`src/rtl/wola_pkg.sv`:
```
// Shared types, sizes and codes for the weighted overlap-add block.
// No dependencies; the RTL files that use it refer to it by scoped names, the testbench imports it.
package wola_pkg;

  localparam int MAX_WINDOW = 1024;
  localparam int IDX_W      = $clog2(MAX_WINDOW);
  localparam int LEN_W      = $clog2(MAX_WINDOW + 1);

  localparam int MODE_W   = 2;
  localparam int CIDX_W   = 10;
  localparam int SAMPLE_W = 16;
  localparam int COEF_W   = 16;
  localparam int PROD_W   = 32;
  localparam int ACC_W    = 40;

  localparam int CFG_W     = 11;
  localparam int CFG_IDX_W = 1;
  localparam logic [CFG_IDX_W-1:0] REG_WINDOW_LENGTH = 1'b0;
  localparam logic [CFG_IDX_W-1:0] REG_HOP_SIZE      = 1'b1;
  localparam logic [CFG_W-1:0] WINDOW_LENGTH_RESET = 11'd1024;
  localparam logic [CFG_W-1:0] HOP_SIZE_RESET      = 11'd512;

  localparam logic [MODE_W-1:0] MODE_LOAD   = 2'd0;
  localparam logic [MODE_W-1:0] MODE_SAMPLE = 2'd1;
  localparam logic [MODE_W-1:0] MODE_FLUSH  = 2'd2;

  localparam int FIFO_DEPTH = 8;
  localparam int FIFO_PTR_W = $clog2(FIFO_DEPTH);
  localparam int FIFO_CNT_W = $clog2(FIFO_DEPTH + 1);

  typedef struct packed {
    logic [MODE_W-1:0]          mode;
    logic [CIDX_W-1:0]          coef_index;
    logic signed [SAMPLE_W-1:0] value;
  } in_word_t;

  typedef struct packed {
    logic signed [SAMPLE_W-1:0] sample_out;
    logic                       saturated;
    logic                       tail_last;
    logic                       flush_error;
  } out_word_t;

  typedef enum logic [1:0] {
    ST_RUN,
    ST_DRAIN,
    ST_SWEEP
  } ctrl_state_t;

  typedef enum logic [1:0] {
    OP_SAMPLE,
    OP_TAIL,
    OP_ERROR
  } op_t;

  // one accepted word headed for the accumulate pipeline
  typedef struct packed {
    logic                       valid;
    op_t                        op;
    logic                       emit;
    logic                       last;
    logic [IDX_W-1:0]           slot;
    logic signed [SAMPLE_W-1:0] sample;
  } issue_t;

  typedef struct packed {
    logic             en;
    logic [IDX_W-1:0] addr;
  } sweep_t;

  typedef struct packed {
    logic             en;
    logic [IDX_W-1:0] addr;
    logic [ACC_W-1:0] data;
  } ring_wr_t;

endpackage

```
`src/rtl/wola_mac.sv`:
```
// Multiply-accumulate pipeline around the ring memory: multiply, add with
// write-back forwarding, then round and saturate. Uses wola_pkg.
module wola_mac (
  input  logic                        clk,
  input  logic                        rst,
  input  wola_pkg::issue_t            issue,
  input  logic [wola_pkg::COEF_W-1:0] coef_rdata,
  input  logic [wola_pkg::ACC_W-1:0]  ring_rdata,
  input  wola_pkg::sweep_t            sweep,
  output wola_pkg::ring_wr_t          ring_wr,
  output logic                        pipe_busy,
  output logic                        push,
  output wola_pkg::out_word_t         push_word
);

  localparam int RND_W = wola_pkg::ACC_W + 1;
  localparam logic signed [RND_W-1:0] RND_BIAS = RND_W'(8192);
  localparam logic signed [RND_W-1:0] POS_LIM  = RND_W'(32767);
  localparam logic signed [RND_W-1:0] NEG_LIM  = -RND_W'(32768);

  // multiply stage
  logic                                b_valid;
  wola_pkg::op_t                       b_op;
  logic                                b_emit;
  logic                                b_last;
  logic [wola_pkg::IDX_W-1:0]          b_slot;
  logic signed [wola_pkg::SAMPLE_W-1:0] b_sample;
  logic signed [wola_pkg::PROD_W-1:0]  b_prod;

  // accumulate stage
  logic                                c_valid;
  wola_pkg::op_t                       c_op;
  logic                                c_emit;
  logic                                c_last;
  logic [wola_pkg::IDX_W-1:0]          c_slot;
  logic signed [wola_pkg::PROD_W-1:0]  c_prod;
  logic [wola_pkg::ACC_W-1:0]          c_acc;
  logic [wola_pkg::ACC_W-1:0]          acc_old;
  logic [wola_pkg::ACC_W-1:0]          sum;
  wola_pkg::ring_wr_t                  c_wr;

  // the two most recent ring writes, not yet visible in the read data
  wola_pkg::ring_wr_t                  wr1, wr2;

  // round stage
  logic                                d_valid;
  logic                                d_err;
  logic                                d_last;
  logic [wola_pkg::ACC_W-1:0]          d_acc;
  logic signed [RND_W-1:0]             rounded;
  logic signed [RND_W-1:0]             shifted;

  assign b_prod = b_sample * $signed(coef_rdata);

  always_comb begin
    if (wr1.en && wr1.addr == c_slot) begin
      acc_old = wr1.data;
    end else if (wr2.en && wr2.addr == c_slot) begin
      acc_old = wr2.data;
    end else begin
      acc_old = c_acc;
    end
    sum = acc_old + wola_pkg::ACC_W'(c_prod);

    c_wr.en   = c_valid && (c_op != wola_pkg::OP_ERROR);
    c_wr.addr = c_slot;
    c_wr.data = c_emit ? '0 : sum;

    if (sweep.en) begin
      ring_wr.en   = 1'b1;
      ring_wr.addr = sweep.addr;
      ring_wr.data = '0;
    end else begin
      ring_wr = c_wr;
    end
  end

  assign pipe_busy = b_valid || c_valid;

  always_ff @(posedge clk) begin
    if (rst) begin
      b_valid <= 1'b0;
      c_valid <= 1'b0;
      d_valid <= 1'b0;
      wr1     <= '0;
      wr2     <= '0;
    end else begin
      b_valid <= issue.valid;
      c_valid <= b_valid;
      d_valid <= c_valid && (c_op != wola_pkg::OP_SAMPLE || c_emit);
      wr1     <= ring_wr;
      wr2     <= wr1;
    end
  end

  always_ff @(posedge clk) begin
    b_op     <= issue.op;
    b_emit   <= issue.emit;
    b_last   <= issue.last;
    b_slot   <= issue.slot;
    b_sample <= issue.sample;

    c_op   <= b_op;
    c_emit <= b_emit;
    c_last <= b_last;
    c_slot <= b_slot;
    c_acc  <= ring_rdata;
    // tail and error words add nothing
    c_prod <= (b_op == wola_pkg::OP_SAMPLE) ? b_prod : '0;

    d_acc  <= sum;
    d_err  <= c_op == wola_pkg::OP_ERROR;
    d_last <= c_last;
  end

  // Q3.29 to Q1.15: add half an lsb, arithmetic shift, clip
  assign rounded = RND_W'($signed(d_acc)) + RND_BIAS;
  assign shifted = rounded >>> 14;

  always_comb begin
    push_word = '0;
    if (d_err) begin
      push_word.flush_error = 1'b1;
    end else begin
      push_word.tail_last = d_last;
      if (shifted > POS_LIM) begin
        push_word.sample_out = 16'sh7fff;
        push_word.saturated  = 1'b1;
      end else if (shifted < NEG_LIM) begin
        push_word.sample_out = -16'sh8000;
        push_word.saturated  = 1'b1;
      end else begin
        push_word.sample_out = shifted[wola_pkg::SAMPLE_W-1:0];
      end
    end
  end

  assign push = d_valid;

endmodule

```
`config.mk`:
```
export PLATFORM = sky130hd
export DESIGN_NAME = wola_mac
export DESIGN_NICKNAME = d
export VERILOG_FILES = /design/src/rtl/wola_pkg.sv /design/src/rtl/wola_mac.sv
export SDC_FILE = /design/constraint.sdc
export NUM_CORES = 1
export LEC_CHECK = 0
export ABC_AREA = 1
export BUFFER_PORTS_ARGS = -buffer_cell sky130_fd_sc_hd__buf_2
export CORE_MARGIN = 4
export CORE_UTILIZATION = 60
export DETAILED_ROUTE_END_ITERATION = 8
export GPL_TIMING_DRIVEN = 0
export PLACE_DENSITY_LB_ADDON = 0.15
export SLEW_MARGIN = 40
export SYNTH_ARGS = -nofsm -noshare
export SYNTH_HDL_FRONTEND = slang
export SYNTH_SLANG_ARGS = --single-unit
```
`constraint.sdc`:
```
create_clock -name clk -period 9.3 [get_ports clk]
set_input_delay 1.395 -clock clk [delete_from_list [all_inputs] [get_ports clk]]
set_output_delay 1.395 -clock clk [all_outputs]
set_load 0.02 [all_outputs]
```
==> flow_metrics.py, run 1 <==
metrics = {
    "status": {
        "status": "completed",
    },
    "synthesis": {
        "ys_ff_latch": 250,
        "synth_ff_type": "dfxtp_1",
        "ys_warn_count": 0,
        "syn_nets": 3545,
        "synth-async-reset-ratio_pct": 0,
        "syn_avg_cell_area_um2": 7.22,
        "postSynthCellCount": 3060,
        "synth_area_um2": 22100,
        "synth.distinct_cells": 47,
        "synth_edf_count": 0,
        "yosysSeqAreaShare_pct": 22.7,
    },
    "worst_setup_path": {
        "critPathArrivalTime_ns": 8.45,
        "r2r_slack_ns": 2.20,
        "startpoint_type": "input port",
        "setup.worst_path.start": "coef_rdata[5]",
        "slowest_delay_ns": 0.92,
        "cp_num_cells": 24,
        "crit_fanout": 10,
        "cp-endpoint": "c_prod[31]$_SDFF_PP0_",
        "r2r-end": "c_prod[31]$_SDFF_PP0_",
        "r2r-start": "b_sample[15]$_DFF_P_",
        "critPathRequiredTime_ns": 9.75,
        "reg2reg_depth": 23,
        "path_cells": "clkbuf_1 > clkbuf_1 > nand2_1 > fa_1 > inv_1 > fa_1 > inv_1 > fa_1 > inv_1 > fa_1 > fa_1 > inv_1 > fa_1 > inv_1 > ha_1 > nand2_1 > nor2_1 > inv_1 > nor4_1 > o21ai_0 > nand4_1 > nand2_1 > nand2_1 > nor2_1",
        "crit_path_end_kind": "register",
        "cp.buffers_inverters": 8,
        "crit_family": "adder cells",
        "cpMaxStageDelayCell": "fa_1",
        "path_class": "input port to register",
    },
    "drt": {
        "ant_nets": 0,
        "wire_per_inst_um": 18.4,
        "drtPass1Iterations": 6,
        "vias": 20093,
        "route.detailed.drc": 0,
        "wl_mm": 68.8,
        "viasPerCell": 5.39,
        "drt_iter0_drc": 1739,
    },
    "cells_and_area": {
        "multiInputGateArea_um2": 13900,
        "drive_above_1_share_pct": 7.63,
        "antenna_cells": 0,
        "seqCellArea_um2": 5000,
        "nFillCells": 3225,
        "area_growth_syn_to_layout_pct": 10.2,
        "final_nets": 3729,
    },
    "timing": {
        "skew_ns": 0.0374,
        "slew-limit-headroom_pct": 47.7,
        "slew_violations": 0,
        "timing.final.crit_share_pct": 86.0,
        "layout_min_cycle_time_ns": 8.00,
        "rsz0062_at_grt": "false",
        "final_hold_viol_count": 0,
        "worst_slew_pin_slew_ns": 0.782,
        "fmaxAchievable_mhz": 125,
        "setup_tns_ns": 0,
        "setup_violations": 0,
    },
    "placement": {
        "io_buffer_count": 155,
        "gp_congestion": 1.03,
        "hpwl_mm": 58.1,
    },
    "clock_network": {
        "ctsResizeCount": 0,
        "ctsHoldBuffers": 0,
        "cts_setup_buffers": 0,
        "clock-sinks": 250,
        "numCtsBuffers": 27,
        "htree_levels": 1,
        "clock-root-buffer": "clkbuf_16",
        "clk_pin_slew_ns": 0.06,
        "cts_buffer_depth": 3,
        "cts_tree": "yes",
        "clock_latency_ns": 0.58,
    },
    "global_routing": {
        "grt_max_degree": 15,
        "grt_pass1_vias": 20151,
        "grt_overflow": 0,
        "track_usage_pct": 34.5,
        "grt_pass1_wl_mm": 106,
        "antenna_found_initial": 0,
    },
    "run": {
        "max-cap-violations": 0,
    },
    "die": {
        "fp-row-count": 70,
        "die_h_um": 200,
        "die_w_um": 200,
        "dieArea_um2": 39900,
        "core_um2": 36400,
        "pin_count": 172,
        "initial_core_util_pct": 60.6,
    },
    "min_path": {
        "hold_path.class": "register to register",
    },
}
[area by class of cell]
type / count / share of cell area (%)
inverters: 725 / 11.2
clock buffers: 36 / 3.12
multi-input cells: 1980 / 57.2
plain buffers: 105 / 1.79
repair buffers: 155 / 3.19
well taps: 468 / 2.41
clock inverters: 12 / 0.524
flip-flops and latches: 250 / 20.6
[kinds of logic after synthesis]
family	after synthesis	synth area share [%]
AO/OA/AOI/OAI	348	8.48
XOR/XNOR	35	1.39
adder cells (fa/ha/maj)	385	30.7
buffers and inverters	830	14.3
flip-flops	250	22.7
AND/OR/NAND/NOR	1212	22.4
[Yosys cell counts (2+ instances only)]
| cell type | instances | area [um2] |
|---|---|---|
| nor2_2 | 8 | 50.1 |
| nor3_2 | 2 | 20.0 |
| nor2_4 | 2 | 22.5 |
| or2_2 | 10 | 62.6 |
| buf_1 | 5 | 18.8 |
| o21a_1 | 9 | 67.6 |
| o21ai_0 | 143 | 716 |
| clkbuf_1 | 88 | 330 |
| o211ai_1 | 3 | 22.5 |
| nor4_1 | 12 | 75.1 |
| ha_1 | 122 | 1530 |
| nand4_1 | 17 | 106 |
| nand3_2 | 5 | 50.1 |
| nand2_1 | 654 | 2450 |
| dfxtp_1 | 250 | 5000 |
| xnor2_1 | 16 | 140 |
| buf_4 | 2 | 15.0 |
| a21oi_1 | 150 | 751 |
| and2_1 | 3 | 18.8 |
| inv_1 | 723 | 2710 |
| fa_1 | 263 | 5270 |
| a21o_1 | 12 | 90.1 |
| buf_6 | 2 | 22.5 |
| xor2_1 | 19 | 166 |
| o21ai_1 | 4 | 20.0 |
| a31oi_1 | 6 | 37.5 |
| nand3_1 | 88 | 440 |
| a21boi_0 | 6 | 45.0 |
| nor3_1 | 46 | 230 |
| nor2_1 | 353 | 1330 |
| nand2_2 | 5 | 31.3 |
| o21bai_1 | 7 | 52.6 |
| buf_2 | 7 | 35.0 |
| nand3b_1 | 4 | 30.0 |
| o221ai_1 | 2 | 17.5 |
[registers in the layout (all words and copies together), names as in the netlist, 2 cells and up]
register / flops
c_slot: 10
b_op: 2
b_slot: 10
wr1: 51
d_acc: 27
c_op: 2
b_sample: 16
wr2: 51
c_prod: 32
c_acc: 40
[through the flow]
step / utilization (%) / cells / cell area [um2] / setup WS, ns / hold WS (ns)
final: 66.8 / 3731 / 24300 / 1.30 / 0.314
after global routing: 66.8 / 3731 / 24300 / 1.04 / 0.321
after CTS: 66.8 / 3731 / 24300 / 1.47 / 0.315
after detailed placement: 64.4 / 3683 / 23500 / 0.967 / 0.313
after global placement: 64.4 / 3683 / 23400 / 1.04 / 0.312
after floorplan: - / 3060 / 22100 / 2.18 / 0.310
[cell usage in the layout, fill, tap and decap left out, types with 6 or more instances in the layout]
| cell type | netlist | final |
|---|---|---|
| nand4_1 | 17 | 17 |
| nor2_1 | 353 | 352 |
| nor4_1 | 12 | 12 |
| o21a_1 | 9 | 9 |
| ha_1 | 122 | 122 |
| clkbuf_16 | 0 | 27 |
| xnor2_1 | 16 | 16 |
| or2_2 | 10 | 10 |
| inv_1 | 723 | 723 |
| nand3_1 | 88 | 88 |
| dfxtp_1 | 250 | 250 |
| fa_1 | 263 | 263 |
| nor2_2 | 8 | 9 |
| a31oi_1 | 6 | 6 |
| clkbuf_1 | 88 | 92 |
| nand2_1 | 654 | 654 |
| nor3_1 | 46 | 46 |
| o21bai_1 | 7 | 7 |
| a21o_1 | 12 | 12 |
| buf_2 | 7 | 162 |
| o21ai_0 | 143 | 143 |
| xor2_1 | 19 | 19 |
| a21oi_1 | 150 | 150 |
| a21boi_0 | 6 | 6 |
[worst min path at each step]
stage	depth (start not counted)	slack (ns)	startpoint	end
6_report	0	0.31	b_slot[0]$_DFF_P_	c_slot[0]$_DFF_P_
5_1_grt	0	0.32	b_slot[0]$_DFF_P_	c_slot[0]$_DFF_P_
4_1_cts	0	0.31	b_slot[0]$_DFF_P_	c_slot[0]$_DFF_P_
3_5_place_dp	0	0.31	b_slot[2]$_DFF_P_	c_slot[2]$_DFF_P_
3_3_place_gp	0	0.31	c_last$_DFF_P_	d_last$_DFF_P_
2_1_floorplan	0	0.31	b_emit$_DFF_P_	c_emit$_DFF_P_
[layer usage]
layer  part of all wire (%)  wire (um)  track usage, %
met1                     38      26300            42.6
met2                     49      33400            60.0
met3                    6.8       4710            4.06
met4                    6.4       4430            17.7
met5                      0          0               0
[worst reg2reg max path, delay by kind of cell (launching register included)]
family,cells,cell delay [ns]
buffers and inverters,7,0.97
flip-flops,1,0.49
AND/OR/NAND/NOR,8,1.27
AO/OA/AOI/OAI,1,0.25
adder cells (fa/ha/maj),7,4.02
Power of run 1 is left out: the tool's default activity adds up to more than one toggle a clock period on the data nets, which glitch-free logic cannot reach.
==> inputs of run 2 (changes only) <==
--- a/config.mk
+++ b/config.mk
@@ -11,6 +11,7 @@
 export CORE_UTILIZATION = 60
 export DETAILED_ROUTE_END_ITERATION = 8
 export GPL_TIMING_DRIVEN = 0
+export MAX_ROUTING_LAYER = met4
 export PLACE_DENSITY_LB_ADDON = 0.15
 export SLEW_MARGIN = 40
 export SYNTH_ARGS = -nofsm -noshare
==> run 2 against run 1 <==
  * Flip-flop and latch count is the same
  * Critical endpoint unchanged
  * Utilization is essentially flat
  * Die area is the same
  * Sequential share of layout area is essentially flat
  * Register-to-register slack gained 0.26 ns
  * Final cell count is essentially flat
  * Fmax grew 3.4%
  * Global-route usage grew 1.2 points
  * Non-clock buffer count is the same
  * Highest routed layer unchanged
  * Hold slack gained 0.013 ns
==> flow_metrics.py, run 2 (synthesis results as in run 1) <==
metrics = {
    "worst_setup_path": {
        "slowest_delay_ns": 0.97,
        "cpMaxStageDelayCell": "fa_1",
        "critPathArrivalTime_ns": 8.20,
        "critPathRequiredTime_ns": 9.75,
        "cp.buffers_inverters": 8,
        "path_class": "input port to register",
        "startpoint_type": "input port",
        "crit_family": "adder cells",
        "crit_fanout": 10,
        "crit_path_end_kind": "register",
        "path_cells": "clkbuf_1 > clkbuf_1 > nand2_1 > fa_1 > inv_1 > fa_1 > inv_1 > fa_1 > inv_1 > fa_1 > fa_1 > inv_1 > fa_1 > inv_1 > ha_1 > nand2_1 > nor2_1 > inv_1 > nor4_1 > o21ai_0 > nand4_1 > nand2_1 > nand2_1 > nor2_1",
    },
    "timing": {
        "fmaxAchievable_mhz": 129,
        "slew_violations": 0,
        "final_hold_viol_count": 0,
        "rsz0062_at_grt": "false",
        "worst_slew_pin_slew_ns": 0.794,
        "layout_min_cycle_time_ns": 7.74,
        "setup_violations": 0,
        "setup_slack_ns": 1.56,
        "timing.final.crit_share_pct": 83.2,
        "slew-limit-headroom_pct": 46.9,
        "skew_ns": 0.0190,
        "setup_tns_ns": 0,
    },
    "clock_network": {
        "cts_setup_buffers": 0,
        "htree_levels": 1,
        "ctsResizeCount": 0,
        "numCtsBuffers": 27,
        "clock_latency_ns": 0.57,
        "clk_pin_slew_ns": 0.06,
        "cts_tree": "yes",
        "ctsHoldBuffers": 0,
        "clock-sinks": 250,
        "cts_buffer_depth": 3,
        "clock-root-buffer": "clkbuf_16",
    },
    "cells_and_area": {
        "multiInputGateArea_um2": 13900,
        "final_common_cell": "inv_1",
        "final_cells": 3733,
        "seqCellArea_um2": 5000,
        "final_cell_mix": "723 x inv_1, 654 x nand2_1, 352 x nor2_1",
        "area_growth_syn_to_layout_pct": 10.3,
        "design_area_um2": 24400,
        "reg_top3": "wr1 (51), wr2 (51), c_acc (40)",
        "drive_above_1_share_pct": 7.48,
        "final_nets": 3729,
        "nFillCells": 3262,
    },
    "status": {
        "status": "completed",
    },
    "drt": {
        "ant_nets": 0,
        "drtPass1Iterations": 6,
        "route.detailed.drc": 0,
        "vias": 20160,
        "wl_mm": 68.8,
        "drt_iter0_drc": 1549,
        "wire_per_inst_um": 18.4,
        "viasPerCell": 5.40,
    },
    "placement": {
        "placedCellCount": 3683,
        "hpwl_mm": 58.1,
        "dpl_cell_area_um2": 23500,
        "post-place-ws_ns": 1.04,
        "gp_congestion": 1.05,
        "io_buffer_count": 155,
    },
    "global_routing": {
        "grt_pass1_vias": 20353,
        "track_usage_pct": 35.7,
        "grt_max_degree": 15,
        "antenna_found_initial": 1,
        "grt_pass1_wl_mm": 107,
        "grt_overflow": 0,
    },
    "die": {
        "initial_core_util_pct": 60.6,
        "die_w_um": 200,
        "pin_count": 172,
        "dieArea_um2": 39900,
        "core_um2": 36400,
        "fp-row-count": 70,
        "die_h_um": 200,
    },
    "run": {
        "max-cap-violations": 0,
    },
    "min_path": {
        "hold_path.class": "register to register",
    },
}
==> run 2: path summary, 6_finish.rpt <==
check | start | to | slack (ns) | cells after the start
min | b_slot[2]$_DFF_P_ | c_slot[2]$_DFF_P_ | 0.33 | 0
max | coef_rdata[5] | c_prod[31]$_SDFF_PP0_ | 1.56 | 24
min reg2reg | b_slot[2]$_DFF_P_ | c_slot[2]$_DFF_P_ | 0.33 | 0
max reg2reg | b_sample[15]$_DFF_P_ | c_prod[31]$_SDFF_PP0_ | 2.46 | 23
==> run 2: layout make-up <==
| type | instances | area share, % |
|---|---|---|
| antenna | 1 | 0.0103 |
| buffer | 105 | 1.79 |
| clock buffer | 40 | 3.10 |
| clock inverter | 9 | 0.596 |
| inverter | 725 | 11.2 |
| multi-input combinational | 1980 | 57.2 |
| sequential | 250 | 20.6 |
| tap | 468 | 2.40 |
| timing repair buffer | 155 | 3.19 |
==> run 2: worst reg2reg max path: stages, from the launching register on <==
cell	delay (ns)
dfxtp_1	0.49
clkbuf_1	0.43
nand2_1	0.21
fa_1	0.62
inv_1	0.08
fa_1	0.97
inv_1	0.21
fa_1	0.57
inv_1	0.05
fa_1	0.46
fa_1	0.54
inv_1	0.05
fa_1	0.53
inv_1	0.04
ha_1	0.36
nand2_1	0.12
nor2_1	0.15
inv_1	0.08
nor4_1	0.26
o21ai_0	0.18
nand4_1	0.16
nand2_1	0.06
nand2_1	0.07
nor2_1	0.05
==> run 2: layer usage <==
layer,wire length (um),vias to the layer above,track usage (%)
met2,32700,934,59.0
met1,26500,9479,43.6
li1,-,9515,-
met5,0,-,-
met3,5270,232,4.38
met4,4380,0,17.8
==> run 2: through the flow <==
stage	util [%]	hold slack [ns]
finish	66.8	0.327
global route	66.8	0.330
CTS	66.8	0.326
detailed placement	64.4	0.312
global placement	64.4	0.311
floorplan	-	0.310
Power of run 2 is left out for the same reason.
