### config.mk
export PLATFORM = sky130hd
export DESIGN_NAME = wola_fifo
export DESIGN_NICKNAME = d
export VERILOG_FILES = /design/src/rtl/wola_pkg.sv /design/src/rtl/wola_fifo.sv
export SDC_FILE = /design/constraint.sdc
export NUM_CORES = 1
export LEC_CHECK = 0
export BUFFER_PORTS_ARGS = -buffer_cell sky130_fd_sc_hd__buf_4
export CAP_MARGIN = 40
export CORE_MARGIN = 2
export CORE_UTILIZATION = 50
export CTS_CLUSTER_DIAMETER = 60
export DETAILED_ROUTE_END_ITERATION = 8
export PLACE_DENSITY = 0.68
export SYNTH_ARGS = -nofsm -noshare
export SYNTH_HDL_FRONTEND = slang
export SYNTH_SLANG_ARGS = --single-unit
### constraint.sdc
create_clock -name clk -period 4.5 [get_ports clk]
set_input_delay 0.675 -clock clk [delete_from_list [all_inputs] [get_ports clk]]
set_output_delay 0.675 -clock clk [all_outputs]
set_load 0.05 [all_outputs]
### src/rtl/wola_pkg.sv
// Shared types, sizes and codes for the weighted overlap-add block.
// No dependencies; the RTL files that use it refer to it by scoped names, the testbench imports it.
package wola_pkg;

  localparam int MAX_WINDOW = 1024;
  localparam int IDX_W      = $clog2(MAX_WINDOW);
  localparam int LEN_W      = $clog2(MAX_WINDOW + 1);

  localparam int MODE_W   = 2;
  localparam int CIDX_W   = 10;
  localparam int SAMPLE_W = 16;
  localparam int COEF_W   = 16;
  localparam int PROD_W   = 32;
  localparam int ACC_W    = 40;

  localparam int CFG_W     = 11;
  localparam int CFG_IDX_W = 1;
  localparam logic [CFG_IDX_W-1:0] REG_WINDOW_LENGTH = 1'b0;
  localparam logic [CFG_IDX_W-1:0] REG_HOP_SIZE      = 1'b1;
  localparam logic [CFG_W-1:0] WINDOW_LENGTH_RESET = 11'd1024;
  localparam logic [CFG_W-1:0] HOP_SIZE_RESET      = 11'd512;

  localparam logic [MODE_W-1:0] MODE_LOAD   = 2'd0;
  localparam logic [MODE_W-1:0] MODE_SAMPLE = 2'd1;
  localparam logic [MODE_W-1:0] MODE_FLUSH  = 2'd2;

  localparam int FIFO_DEPTH = 8;
  localparam int FIFO_PTR_W = $clog2(FIFO_DEPTH);
  localparam int FIFO_CNT_W = $clog2(FIFO_DEPTH + 1);

  typedef struct packed {
    logic [MODE_W-1:0]          mode;
    logic [CIDX_W-1:0]          coef_index;
    logic signed [SAMPLE_W-1:0] value;
  } in_word_t;

  typedef struct packed {
    logic signed [SAMPLE_W-1:0] sample_out;
    logic                       saturated;
    logic                       tail_last;
    logic                       flush_error;
  } out_word_t;

  typedef enum logic [1:0] {
    ST_RUN,
    ST_DRAIN,
    ST_SWEEP
  } ctrl_state_t;

  typedef enum logic [1:0] {
    OP_SAMPLE,
    OP_TAIL,
    OP_ERROR
  } op_t;

  // one accepted word headed for the accumulate pipeline
  typedef struct packed {
    logic                       valid;
    op_t                        op;
    logic                       emit;
    logic                       last;
    logic [IDX_W-1:0]           slot;
    logic signed [SAMPLE_W-1:0] sample;
  } issue_t;

  typedef struct packed {
    logic             en;
    logic [IDX_W-1:0] addr;
  } sweep_t;

  typedef struct packed {
    logic             en;
    logic [IDX_W-1:0] addr;
    logic [ACC_W-1:0] data;
  } ring_wr_t;

endpackage

### src/rtl/wola_fifo.sv
// Result queue between the pipeline and the output channel.
// Space is reserved by credits at the input, so a push always finds room. Uses wola_pkg.
module wola_fifo (
  input  logic                clk,
  input  logic                rst,
  input  logic                push,
  input  wola_pkg::out_word_t push_word,
  output logic                result_valid,
  input  logic                result_stall,
  output wola_pkg::out_word_t result
);

  wola_pkg::out_word_t             entries [wola_pkg::FIFO_DEPTH];
  logic [wola_pkg::FIFO_PTR_W-1:0] head;
  logic [wola_pkg::FIFO_PTR_W-1:0] tail;
  logic [wola_pkg::FIFO_CNT_W-1:0] count;
  logic                            pop;

  localparam logic [wola_pkg::FIFO_PTR_W-1:0] PTR_LAST =
    wola_pkg::FIFO_PTR_W'(wola_pkg::FIFO_DEPTH - 1);

  assign result_valid = count != '0;
  assign result       = entries[head];
  assign pop          = result_valid && !result_stall;

  always_ff @(posedge clk) begin
    if (rst) begin
      head  <= '0;
      tail  <= '0;
      count <= '0;
    end else begin
      if (push) begin
        tail <= (tail == PTR_LAST) ? '0 : tail + wola_pkg::FIFO_PTR_W'(1);
      end
      if (pop) begin
        head <= (head == PTR_LAST) ? '0 : head + wola_pkg::FIFO_PTR_W'(1);
      end
      count <= count + wola_pkg::FIFO_CNT_W'(push) - wola_pkg::FIFO_CNT_W'(pop);
    end
  end

  always_ff @(posedge clk) begin
    if (push) begin
      entries[tail] <= push_word;
    end
  end

endmodule

==> flow_metrics.env, run 1 <==
export IMPL_status="completed"
export IMPL_grt_usage=0.1666
export IMPL_r2r_slack_ps=2290
export IMPL_dr_pass1_iters=4
export IMPL_r2r_end="count[2]$_SDFF_PP0_"
export IMPL_regArea_mm2=0.004826
export IMPL_setup_viol=0
export IMPL_hpwlAfterDp_um=6636
export IMPL_placed_area_mm2=0.007038
export IMPL_max_cap_violations=0
export IMPL_std_cell_rows=41
export IMPL_die_w_um=117.8
export IMPL_cts_buffer_depth=2
export IMPL_drv_slew=0
export IMPL_reg2reg_depth=9
export IMPL_core_mm2=0.01262
export IMPL_layout_commonest_cell="edfxtp_1"
export IMPL_ir_worst_vdd_mv=0.2748
export IMPL_cp_top_family="multiplexers"
export IMPL_relSlewSlack=0.5433
export IMPL_post_layout_nonfiller_instances=542
export IMPL_routed_wl_um=10840
export IMPL_required_ps=3830
export IMPL_fin_skew_ps=5.768
export IMPL_endpoint="result[5]"
export IMPL_die_h_um=117.8
export IMPL_final_cell_mix="edfxtp_1 (152), buf_4 (54), mux4_2 (29)"
export IMPL_syn_inst=295
export IMPL_yosysSeqAreaShare=0.7445
export IMPL_crit_path_frequent_cell="buf_4"
export IMPL_dp_cells=510
export IMPL_initial_utilization=0.5135
export IMPL_cts_setup_buffers=0
export IMPL_syn_area_per_cell_um2=21.97
export IMPL_gp_congestion=0.7337
export IMPL_path_buf_inv=2
export IMPL_power_density_mw_per_mm2=514.1
export IMPL_hold_viol=0
export IMPL_cts_htree_levels=4
export IMPL_hold_buffers=0
export IMPL_synthFlopType="edfxtp_1"
export IMPL_cts_tree="done"
export IMPL_critPathMaxStageDelay_ps=630
export IMPL_cts_resized=0
export IMPL_worst_path_stages=4
export IMPL_ys_async_sr_fraction=0
export IMPL_synth_edf_count=152
export IMPL_antennaDiodeCount=0
export IMPL_worstPathArrival_ps=2500
export IMPL_ios=43
export IMPL_syn_to_final_growth_pct=17.98
export IMPL_grt_setup_unrepaired="false"
export IMPL_path_clk_slew_ps=60
export IMPL_crit_slowest_cell="dfxtp_2"
export IMPL_drtIter0Drc=191
export IMPL_io_buffers=42
export IMPL_vias=2967
export IMPL_synth_nets=327
export IMPL_wire_per_inst_um=20.00
export IMPL_critPathLaunchType="register"
export IMPL_drc_errors=0
export IMPL_max_freq_mhz=315.0
export IMPL_multi_input_area_mm2=0.001569
export IMPL_drive_gt1_frac=0.3865
export IMPL_tns_ps=0
export IMPL_hold_path_class="input port to register"
export IMPL_clkLatencyLatePin_ps=420
export IMPL_antenna_left=0
export IMPL_grt_pass1_vias=2989
export IMPL_crit_path_end_kind="primary output"
export IMPL_fin_area_mm2=0.007645
export IMPL_grt_start_max_net_pins=39
export IMPL_cp_max_fo=14
export IMPL_hold_worst_slack_ps=481.8
export IMPL_cts_num_sinks=165
export IMPL_period_needed_ps=3175
export IMPL_synth_seq_cells=165
export IMPL_reg2reg_from="count[2]$_SDFF_PP0_"
export IMPL_nets=389
export IMPL_grt_overflow=0
export IMPL_p_leak_nw=2.575
export IMPL_die_area_mm2=0.01389
export IMPL_tightest_slew_ps=681.3
export IMPL_crit_chain="buf_4 -> mux4_1 -> mux2_4 -> buf_4"
export IMPL_vias_per_cell=5.474
export IMPL_cts_root_buf="clkbuf_16"
export IMPL_numCtsBuffers=17
export IMPL_grt_pass1_wl_um=16760
export IMPL_yosys_warnings=0
export IMPL_antenna_found_initial=0
export IMPL_crit_type="register to primary output"
export IMPL_period_share=0.7055
export IMPL_syn_area_mm2=0.006480
export IMPL_nFillCells=930
export IMPL_synth_cell_type_count=29
-- cells by family after synthesis --
| kind of cell | count (synthesis) | share of synthesized area |
|---|---|---|
| buf+inv | 17 | 0.01719 |
| fa+ha+maj | 9 | 0.01854 |
| simple gates | 31 | 0.02394 |
| compound gates | 13 | 0.01062 |
| mux | 59 | 0.1838 |
| xor+xnor | 1 | 0.001352 |
| flops | 165 | 0.7445 |
-- worst min path at each step --
stage / from / endpoint / slack [ps] / depth (start not counted)
2_1_floorplan: head[1]$_SDFFE_PP0P_ / register / 490 / 2
3_3_place_gp: head[1]$_SDFFE_PP0P_ / head[1]$_SDFFE_PP0P_ / 510 / 2
3_5_place_dp: head[0]$_SDFFE_PP0P_ / register / 530 / 2
4_1_cts: push_word[8] / entries[7][8]$_DFFE_PP_ / 470 / 1
5_1_grt: push_word[8] / entries[5][8]$_DFFE_PP_ / 470 / 1
6_report: push_word[8] / entries[7][8]$_DFFE_PP_ / 480 / 1
-- power by group --
group          total (mW)  leakage (nW)  switching (mW)  internal [mW]
Combinational       0.723         0.804           0.414          0.309
Sequential           1.76          1.49          0.0296           1.73
Clock                1.45         0.283           0.574          0.875
Total                3.93          2.58            1.02           2.91
-- synth_stat cells (all sizes together) (2+ instances only) --
library cell,number,share of area
a21oi,9,0.0070
buf,9,0.013
nor3,2,0.0015
ha,8,0.015
nand2b,5,0.0048
mux2,19,0.043
nand2,4,0.0023
mux2i,2,0.0031
dfxtp,13,0.040
clkbuf,2,0.0012
edfxtp,152,0.70
o21ai,3,0.0023
nand3,2,0.0015
nor2b,2,0.0019
nor2,11,0.0064
mux4,38,0.14
inv,6,0.0035
-- per-stage QoR --
step	power, mW	setup slack [ps]	utilization
2_1_floorplan	2.348	1977	-
3_3_place_gp	2.513	1771	0.5577
3_5_place_dp	2.526	1712	0.5577
4_1_cts	3.960	1262	0.6058
5_1_grt	4.068	1179	0.6058
6_report	3.931	1325	0.6058
-- cell type report --
cell class | instances | area share
Timing Repair Buffer | 54 | 0.05303
Clock buffer | 17 | 0.05565
Inverter | 6 | 0.002946
Clock inverter | 15 | 0.02373
Multi-Input combinational cell | 113 | 0.2052
Sequential cell | 165 | 0.6313
Tap cell | 172 | 0.02815
-- metal layers --
metal / vias up / track usage / part of all wire
met1: 1542 / 0.2100 / 0.42
met5: - / 0 / 0
met4: 0 / 0.07003 / 0.016
met3: 16 / 0.04748 / 0.040
li1: 1347 / - / -
met2: 62 / 0.2729 / 0.52
-- sequential cells by signal, summed over array words and instances, names as in the netlist, named ones only --
signal and cells:
entries 152, head 3, count 4, tail 3
Note: power is estimated with default switching activity, not from simulation.
==> run 2: changes to the inputs <==
--- a/config.mk
+++ b/config.mk
@@ -5,6 +5,7 @@
 export SDC_FILE = /design/constraint.sdc
 export NUM_CORES = 1
 export LEC_CHECK = 0
+export ABC_AREA = 1
 export BUFFER_PORTS_ARGS = -buffer_cell sky130_fd_sc_hd__buf_4
 export CAP_MARGIN = 40
 export CORE_MARGIN = 2
==> constraint.sdc (replaced) <==
create_clock -name clk -period 3.3 [get_ports clk]
set_input_delay 0.495 -clock clk [delete_from_list [all_inputs] [get_ports clk]]
set_output_delay 0.495 -clock clk [all_outputs]
set_load 0.05 [all_outputs]
==> run 2 against run 1 <==
Compared with the run above:
- core utilization shrank 2.4 points
- critical path depth grew 3
- largest power group unchanged
- critical endpoint is now result[12]
- sequential cell count is the same
==> flow_metrics.env, run 2 <==
export IMPL_hold_viol=0
export IMPL_wl_met3_um=757
export IMPL_tightest_slew_ps=805.1
export IMPL_drt_met1_wl_um=6259
export IMPL_die_area_mm2=0.01560
export IMPL_power_density_mw_per_mm2=748.5
export IMPL_ys_async_sr_fraction=0
export IMPL_setup_ws_ps=717.9
export IMPL_largest_reg_flops=152
export IMPL_synth_area_leader_cell="edfxtp_1"
export IMPL_hold_path_class="input port to register"
export IMPL_routed_wl_um=14580
export IMPL_period_share=0.7824
export IMPL_wire_per_inst_um=14.63
export IMPL_layout_commonest_cell="nand2_1"
export IMPL_critPathLaunchType="register"
export IMPL_yosysSeqAreaShare=0.6600
export IMPL_hpwlAfterDp_um=8481
export IMPL_antenna_found_initial=0
export IMPL_nFillCells=1215
export IMPL_fin_area_mm2=0.008391
export IMPL_initial_utilization=0.5068
export IMPL_post_layout_nonfiller_instances=997
export IMPL_p_leak_nw=3.885
export IMPL_syn_to_final_growth_pct=14.79
export IMPL_fin_util=0.5817
export IMPL_synth_edf_count=152
export IMPL_cts_setup_buffers=0
export IMPL_worstPathArrival_ps=2090
export IMPL_grt_pass1_vias=4701
export IMPL_antenna_left=0
export IMPL_grt_usage=0.1975
export IMPL_cts_buffer_depth=2
export IMPL_antennaDiodeCount=0
export IMPL_std_cell_rows=44
export IMPL_cts_resized=0
export IMPL_fin_skew_ps=6.556
export IMPL_synth_area_leaders="edfxtp_1 (62%), nand2_1 (14%), inv_1 (8.7%)"
export IMPL_grt_setup_unrepaired="false"
export IMPL_numCtsBuffers=17
export IMPL_die_h_um=124.9
export IMPL_detailedPlace_worstSlack_ps=1184
export IMPL_grt_pass1_wl_um=23650
export IMPL_final_cell_mix="nand2_1 (266), inv_1 (169), edfxtp_1 (152)"
export IMPL_setup_viol=0
export IMPL_cts_root_buf="clkbuf_16"
export IMPL_vias_per_cell=4.815
export IMPL_power_mw=6.280
export IMPL_die_w_um=124.9
export IMPL_period_needed_ps=2582
export IMPL_synth_seq_cells=165
export IMPL_yosys_warnings=0
export IMPL_crit_type="register to primary output"
export IMPL_placed_area_mm2=0.007823
export IMPL_dr_pass1_iters=5
export IMPL_crit_path_end_kind="primary output"
export IMPL_grt_start_max_net_pins=77
export IMPL_synthFlopType="edfxtp_1"
export IMPL_clkLatencyLatePin_ps=420
export IMPL_max_cap_violations=0
export IMPL_synth_top_area_frac=0.6244
export IMPL_synth_common_cells="nand2_1 (266), inv_1 (169), edfxtp_1 (152), nand3_1 (80), nor2_1 (22)"
export IMPL_drv_slew=0
export IMPL_largestRegisters="entries: 152 flops, count: 4 flops"
export IMPL_ir_worst_vdd_mv=0.4242
export IMPL_hold_buffers=0
export IMPL_io_buffers=42
export IMPL_drtIter0Drc=312
export IMPL_yosysMostFrequentCell="nand2_1"
export IMPL_multi_input_area_mm2=0.001684
export IMPL_cts_tree="done"
export IMPL_dp_cells=965
export IMPL_cp_max_fo=76
export IMPL_hold_worst_slack_ps=259.3
export IMPL_syn_area_per_cell_um2=9.720
export IMPL_regArea_mm2=0.004826
export IMPL_required_ps=2800
export IMPL_cts_htree_levels=4
export IMPL_max_freq_mhz=387.3
export IMPL_gp_congestion=0.7758
export IMPL_syn_area_mm2=0.007310
export IMPL_top_layer_used="met4"
export IMPL_met2WireLength_um=7317
export IMPL_top_register="entries"
export IMPL_core_mm2=0.01442
export IMPL_ios=43
export IMPL_drc_errors=0
export IMPL_nets=832
export IMPL_relSlewSlack=0.4632
export IMPL_cts_num_sinks=165
export IMPL_tns_ps=0
export IMPL_synth_nets=784
export IMPL_vias=4801
export IMPL_synth_cell_type_count=19
export IMPL_drive_gt1_frac=0.1169
export IMPL_syn_inst=752
export IMPL_grt_overflow=0
export IMPL_path_clk_slew_ps=60
export IMPL_status="completed"
-- run 2: cell count changes in the layout (fill, tap and decap cells not counted), sizes merged, moves of 11 or more --
cell	before	now
mux2	19	0
inv	8	171
mux4	38	0
nor2	11	22
nand3	2	80
nand2	4	266
-- run 2: path summary, 6_finish.rpt --
kind / start / slack [ps] / to / cells after the start
worst min-delay path: rst / 260 / count[0]$_SDFF_PP0_ / 2
worst min register to register: head[2]$_SDFFE_PP0P_ / 500 / head[2]$_SDFFE_PP0P_ / 2
worst max register to register: count[2]$_SDFF_PP0_ / 1360 / count[1]$_SDFF_PP0_ / 9
worst max-delay path: register / 720 / result[12] / 7
-- run 2: worst max-delay path, stage by stage (launching register included) --
cell     delay (ps)
dfxtp_2         330
buf_4           640
nand2_1         160
nand3_1         140
nand2_1          60
nand2_1          50
nand2_1          70
buf_4           190
-- run 2: area by class of cell --
cell class | instances | share of cell area
flip-flops and latches | 165 | 0.5752
multi-input cells | 388 | 0.2007
inverters | 171 | 0.07650
repair buffers | 57 | 0.05249
clock buffers | 20 | 0.05204
well taps | 184 | 0.02744
clock inverters | 12 | 0.01566
-- run 2: logic make-up after synthesis --
| family | count (synthesis) | synth area share |
|---|---|---|
| AOI/OAI and AO/OA | 8 | 0.005478 |
| xor gates and xnor gates | 1 | 0.001198 |
| adders and majority gates | 9 | 0.01643 |
| buffers and inverters | 199 | 0.1123 |
| DFF | 165 | 0.6600 |
| and+or+nand+nor | 370 | 0.2046 |
-- run 2: per-layer routing --
metal  up-vias  track usage
li1       2423            -
met1      2238       0.2462
met2       119       0.3433
met3        21      0.04038
met4         0      0.07190
met5         -            0
-- run 2: report_power, final --
| part | switching [mW] | total (mW) | internal, mW |
|---|---|---|---|
| Sequential | 0.0331 | 2.41 | 2.38 |
| Combinational | 1.40 | 1.97 | 0.572 |
| Clock | 0.785 | 1.90 | 1.11 |
| Total | 2.22 | 6.28 | 4.06 |
==> run 3: changes to the inputs <==
==> constraint.sdc (replaced) <==
create_clock -name clk -period 2.5 [get_ports clk]
set_input_delay 0.375 -clock clk [delete_from_list [all_inputs] [get_ports clk]]
set_output_delay 0.375 -clock clk [all_outputs]
set_load 0.05 [all_outputs]
==> run 3 against run 2 <==
Compared with the run above:
- cell count grew 0.60%
- cell area grew 0.83%
- count of clock-buffer cells in the layout is the same
- wire length grew 1.8%
- clock power grew 29%
- largest cell class unchanged
- largest power group unchanged
==> flow_metrics.env, run 3 (same netlist as run 2, synthesis figures left out) <==
export IMPL_status="completed"
export IMPL_die_w_um=124.9
export IMPL_relSlewSlack=0.6289
export IMPL_path_clk_slew_ps=60
export IMPL_fin_util=0.5866
export IMPL_cts_resized=0
export IMPL_fin_area_mm2=0.008461
export IMPL_crit_type="register to primary output"
export IMPL_largest_reg_flops=152
export IMPL_hold_worst_slack_ps=160.0
export IMPL_top_register="entries"
export IMPL_required_ps=2120
export IMPL_grt_usage=0.1983
export IMPL_ir_worst_vdd_mv=0.5860
export IMPL_tns_ps=0
export IMPL_reg2reg_depth=9
export IMPL_ios=43
export IMPL_hpwlAfterDp_um=9038
export IMPL_period_needed_ps=2283
export IMPL_antennaDiodeCount=0
export IMPL_cts_num_sinks=165
export IMPL_p_leak_nw=3.928
export IMPL_grt_pass1_wl_um=23920
export IMPL_cts_setup_buffers=0
export IMPL_setup_viol=0
export IMPL_switching_power_mw=2.891
export IMPL_max_freq_mhz=438.1
export IMPL_dr_pass1_iters=7
export IMPL_grt_setup_unrepaired="false"
export IMPL_numCtsBuffers=17
export IMPL_setup_ws_ps=217.4
export IMPL_die_area_mm2=0.01560
export IMPL_cts_tree="done"
export IMPL_period_share=0.9130
export IMPL_hold_path_class="input port to register"
export IMPL_final_cell_mix="nand2_1 (266), inv_1 (169), edfxtp_1 (152)"
export IMPL_max_cap_violations=0
export IMPL_drv_slew=0
export IMPL_initial_utilization=0.5068
export IMPL_internal_power_mw=5.365
export IMPL_drtIter0Drc=355
export IMPL_clkLatencyLatePin_ps=420
export IMPL_grt_start_max_net_pins=77
export IMPL_detailedPlace_worstSlack_ps=550.0
export IMPL_critPathLaunchType="register"
export IMPL_hold_viol=0
export IMPL_placed_area_mm2=0.007905
export IMPL_fin_skew_ps=6.382
export IMPL_worstHoldPathCells=2
export IMPL_seqPwrFrac=0.386
export IMPL_syn_to_final_growth_pct=15.75
export IMPL_grt_pass1_vias=4825
export IMPL_gp_congestion=0.8027
export IMPL_wire_per_inst_um=14.81
export IMPL_cts_root_buf="clkbuf_16"
export IMPL_cts_buffer_depth=2
export IMPL_hold_buffers=0
export IMPL_core_mm2=0.01442
export IMPL_std_cell_rows=44
export IMPL_cts_htree_levels=4
export IMPL_vias=4964
export IMPL_drc_errors=0
export IMPL_layout_commonest_cell="nand2_1"
export IMPL_crit_path_end_kind="primary output"
export IMPL_power_density_mw_per_mm2=975.8
export IMPL_vias_per_cell=4.949
export IMPL_antenna_left=0
export IMPL_worstPathArrival_ps=1910
export IMPL_io_buffers=42
export IMPL_tightest_slew_ps=556.6
export IMPL_die_h_um=124.9
export IMPL_largestRegisters="entries: 152 flops, count: 4 flops"
export IMPL_p_clk_frac=0.296
export IMPL_nets=838
export IMPL_p_comb_frac=0.317
export IMPL_p_sw_frac=0.3501
export IMPL_grt_overflow=0
export IMPL_antenna_found_initial=0
export IMPL_cp_max_fo=76
export IMPL_routed_wl_um=14850
export IMPL_drive_gt1_frac=0.1209
==> run 3: stage by stage <==
step	cells	power (mW)
3_3_place_gp	971	5.794
2_1_floorplan	752	5.171
4_1_cts	1003	8.299
5_1_grt	1003	8.653
6_report	1003	8.256
3_5_place_dp	971	5.858
==> run 3: layout make-up <==
class                   count  area, µm²
well taps                 184      230.2
fillers                  1179       5963
inverters                 171      644.4
clock buffers              20      436.7
flip-flops and latches    165       4826
clock inverters            12      112.6
multi-input cells         388       1684
repair buffers             63      526.8
==> run 3: worst max-delay path, stage by stage (launching register included) <==
cell	delay [ps]
dfxtp_2	360
buf_6	450
nand2_1	160
nand3_1	130
nand2_1	70
nand2_1	60
nand2_1	40
buf_4	180
==> run 3: per-layer routing <==
metal / GRT usage / vias to the layer above / part of all wire
li1: - / 2441 / -
met1: 0.2521 / 2304 / 0.43
met2: 0.3253 / 179 / 0.49
met3: 0.04124 / 40 / 0.060
met4: 0.1000 / 0 / 0.028
met5: 0 / - / 0
==> run 3: final timing paths <==
check / slack [ps] / start / to
hold / removal: 160 / rst / count[0]$_SDFF_PP0_
setup / recovery: 220 / register / result[14]
setup reg to reg: 590 / count[2]$_SDFF_PP0_ / count[2]$_SDFF_PP0_
hold reg to reg: 520 / head[1]$_SDFFE_PP0P_ / head[1]$_SDFFE_PP0P_
==> run 3: power groups by stage <==
stage	logic, mW	registers [mW]	clock network (mW)
final	2.62	3.19	2.45
after detailed placement	2.61	3.25	0
after global routing	2.85	3.20	2.60
after CTS	2.63	3.19	2.48
after global placement	2.55	3.24	0
after floorplan	1.94	3.23	0
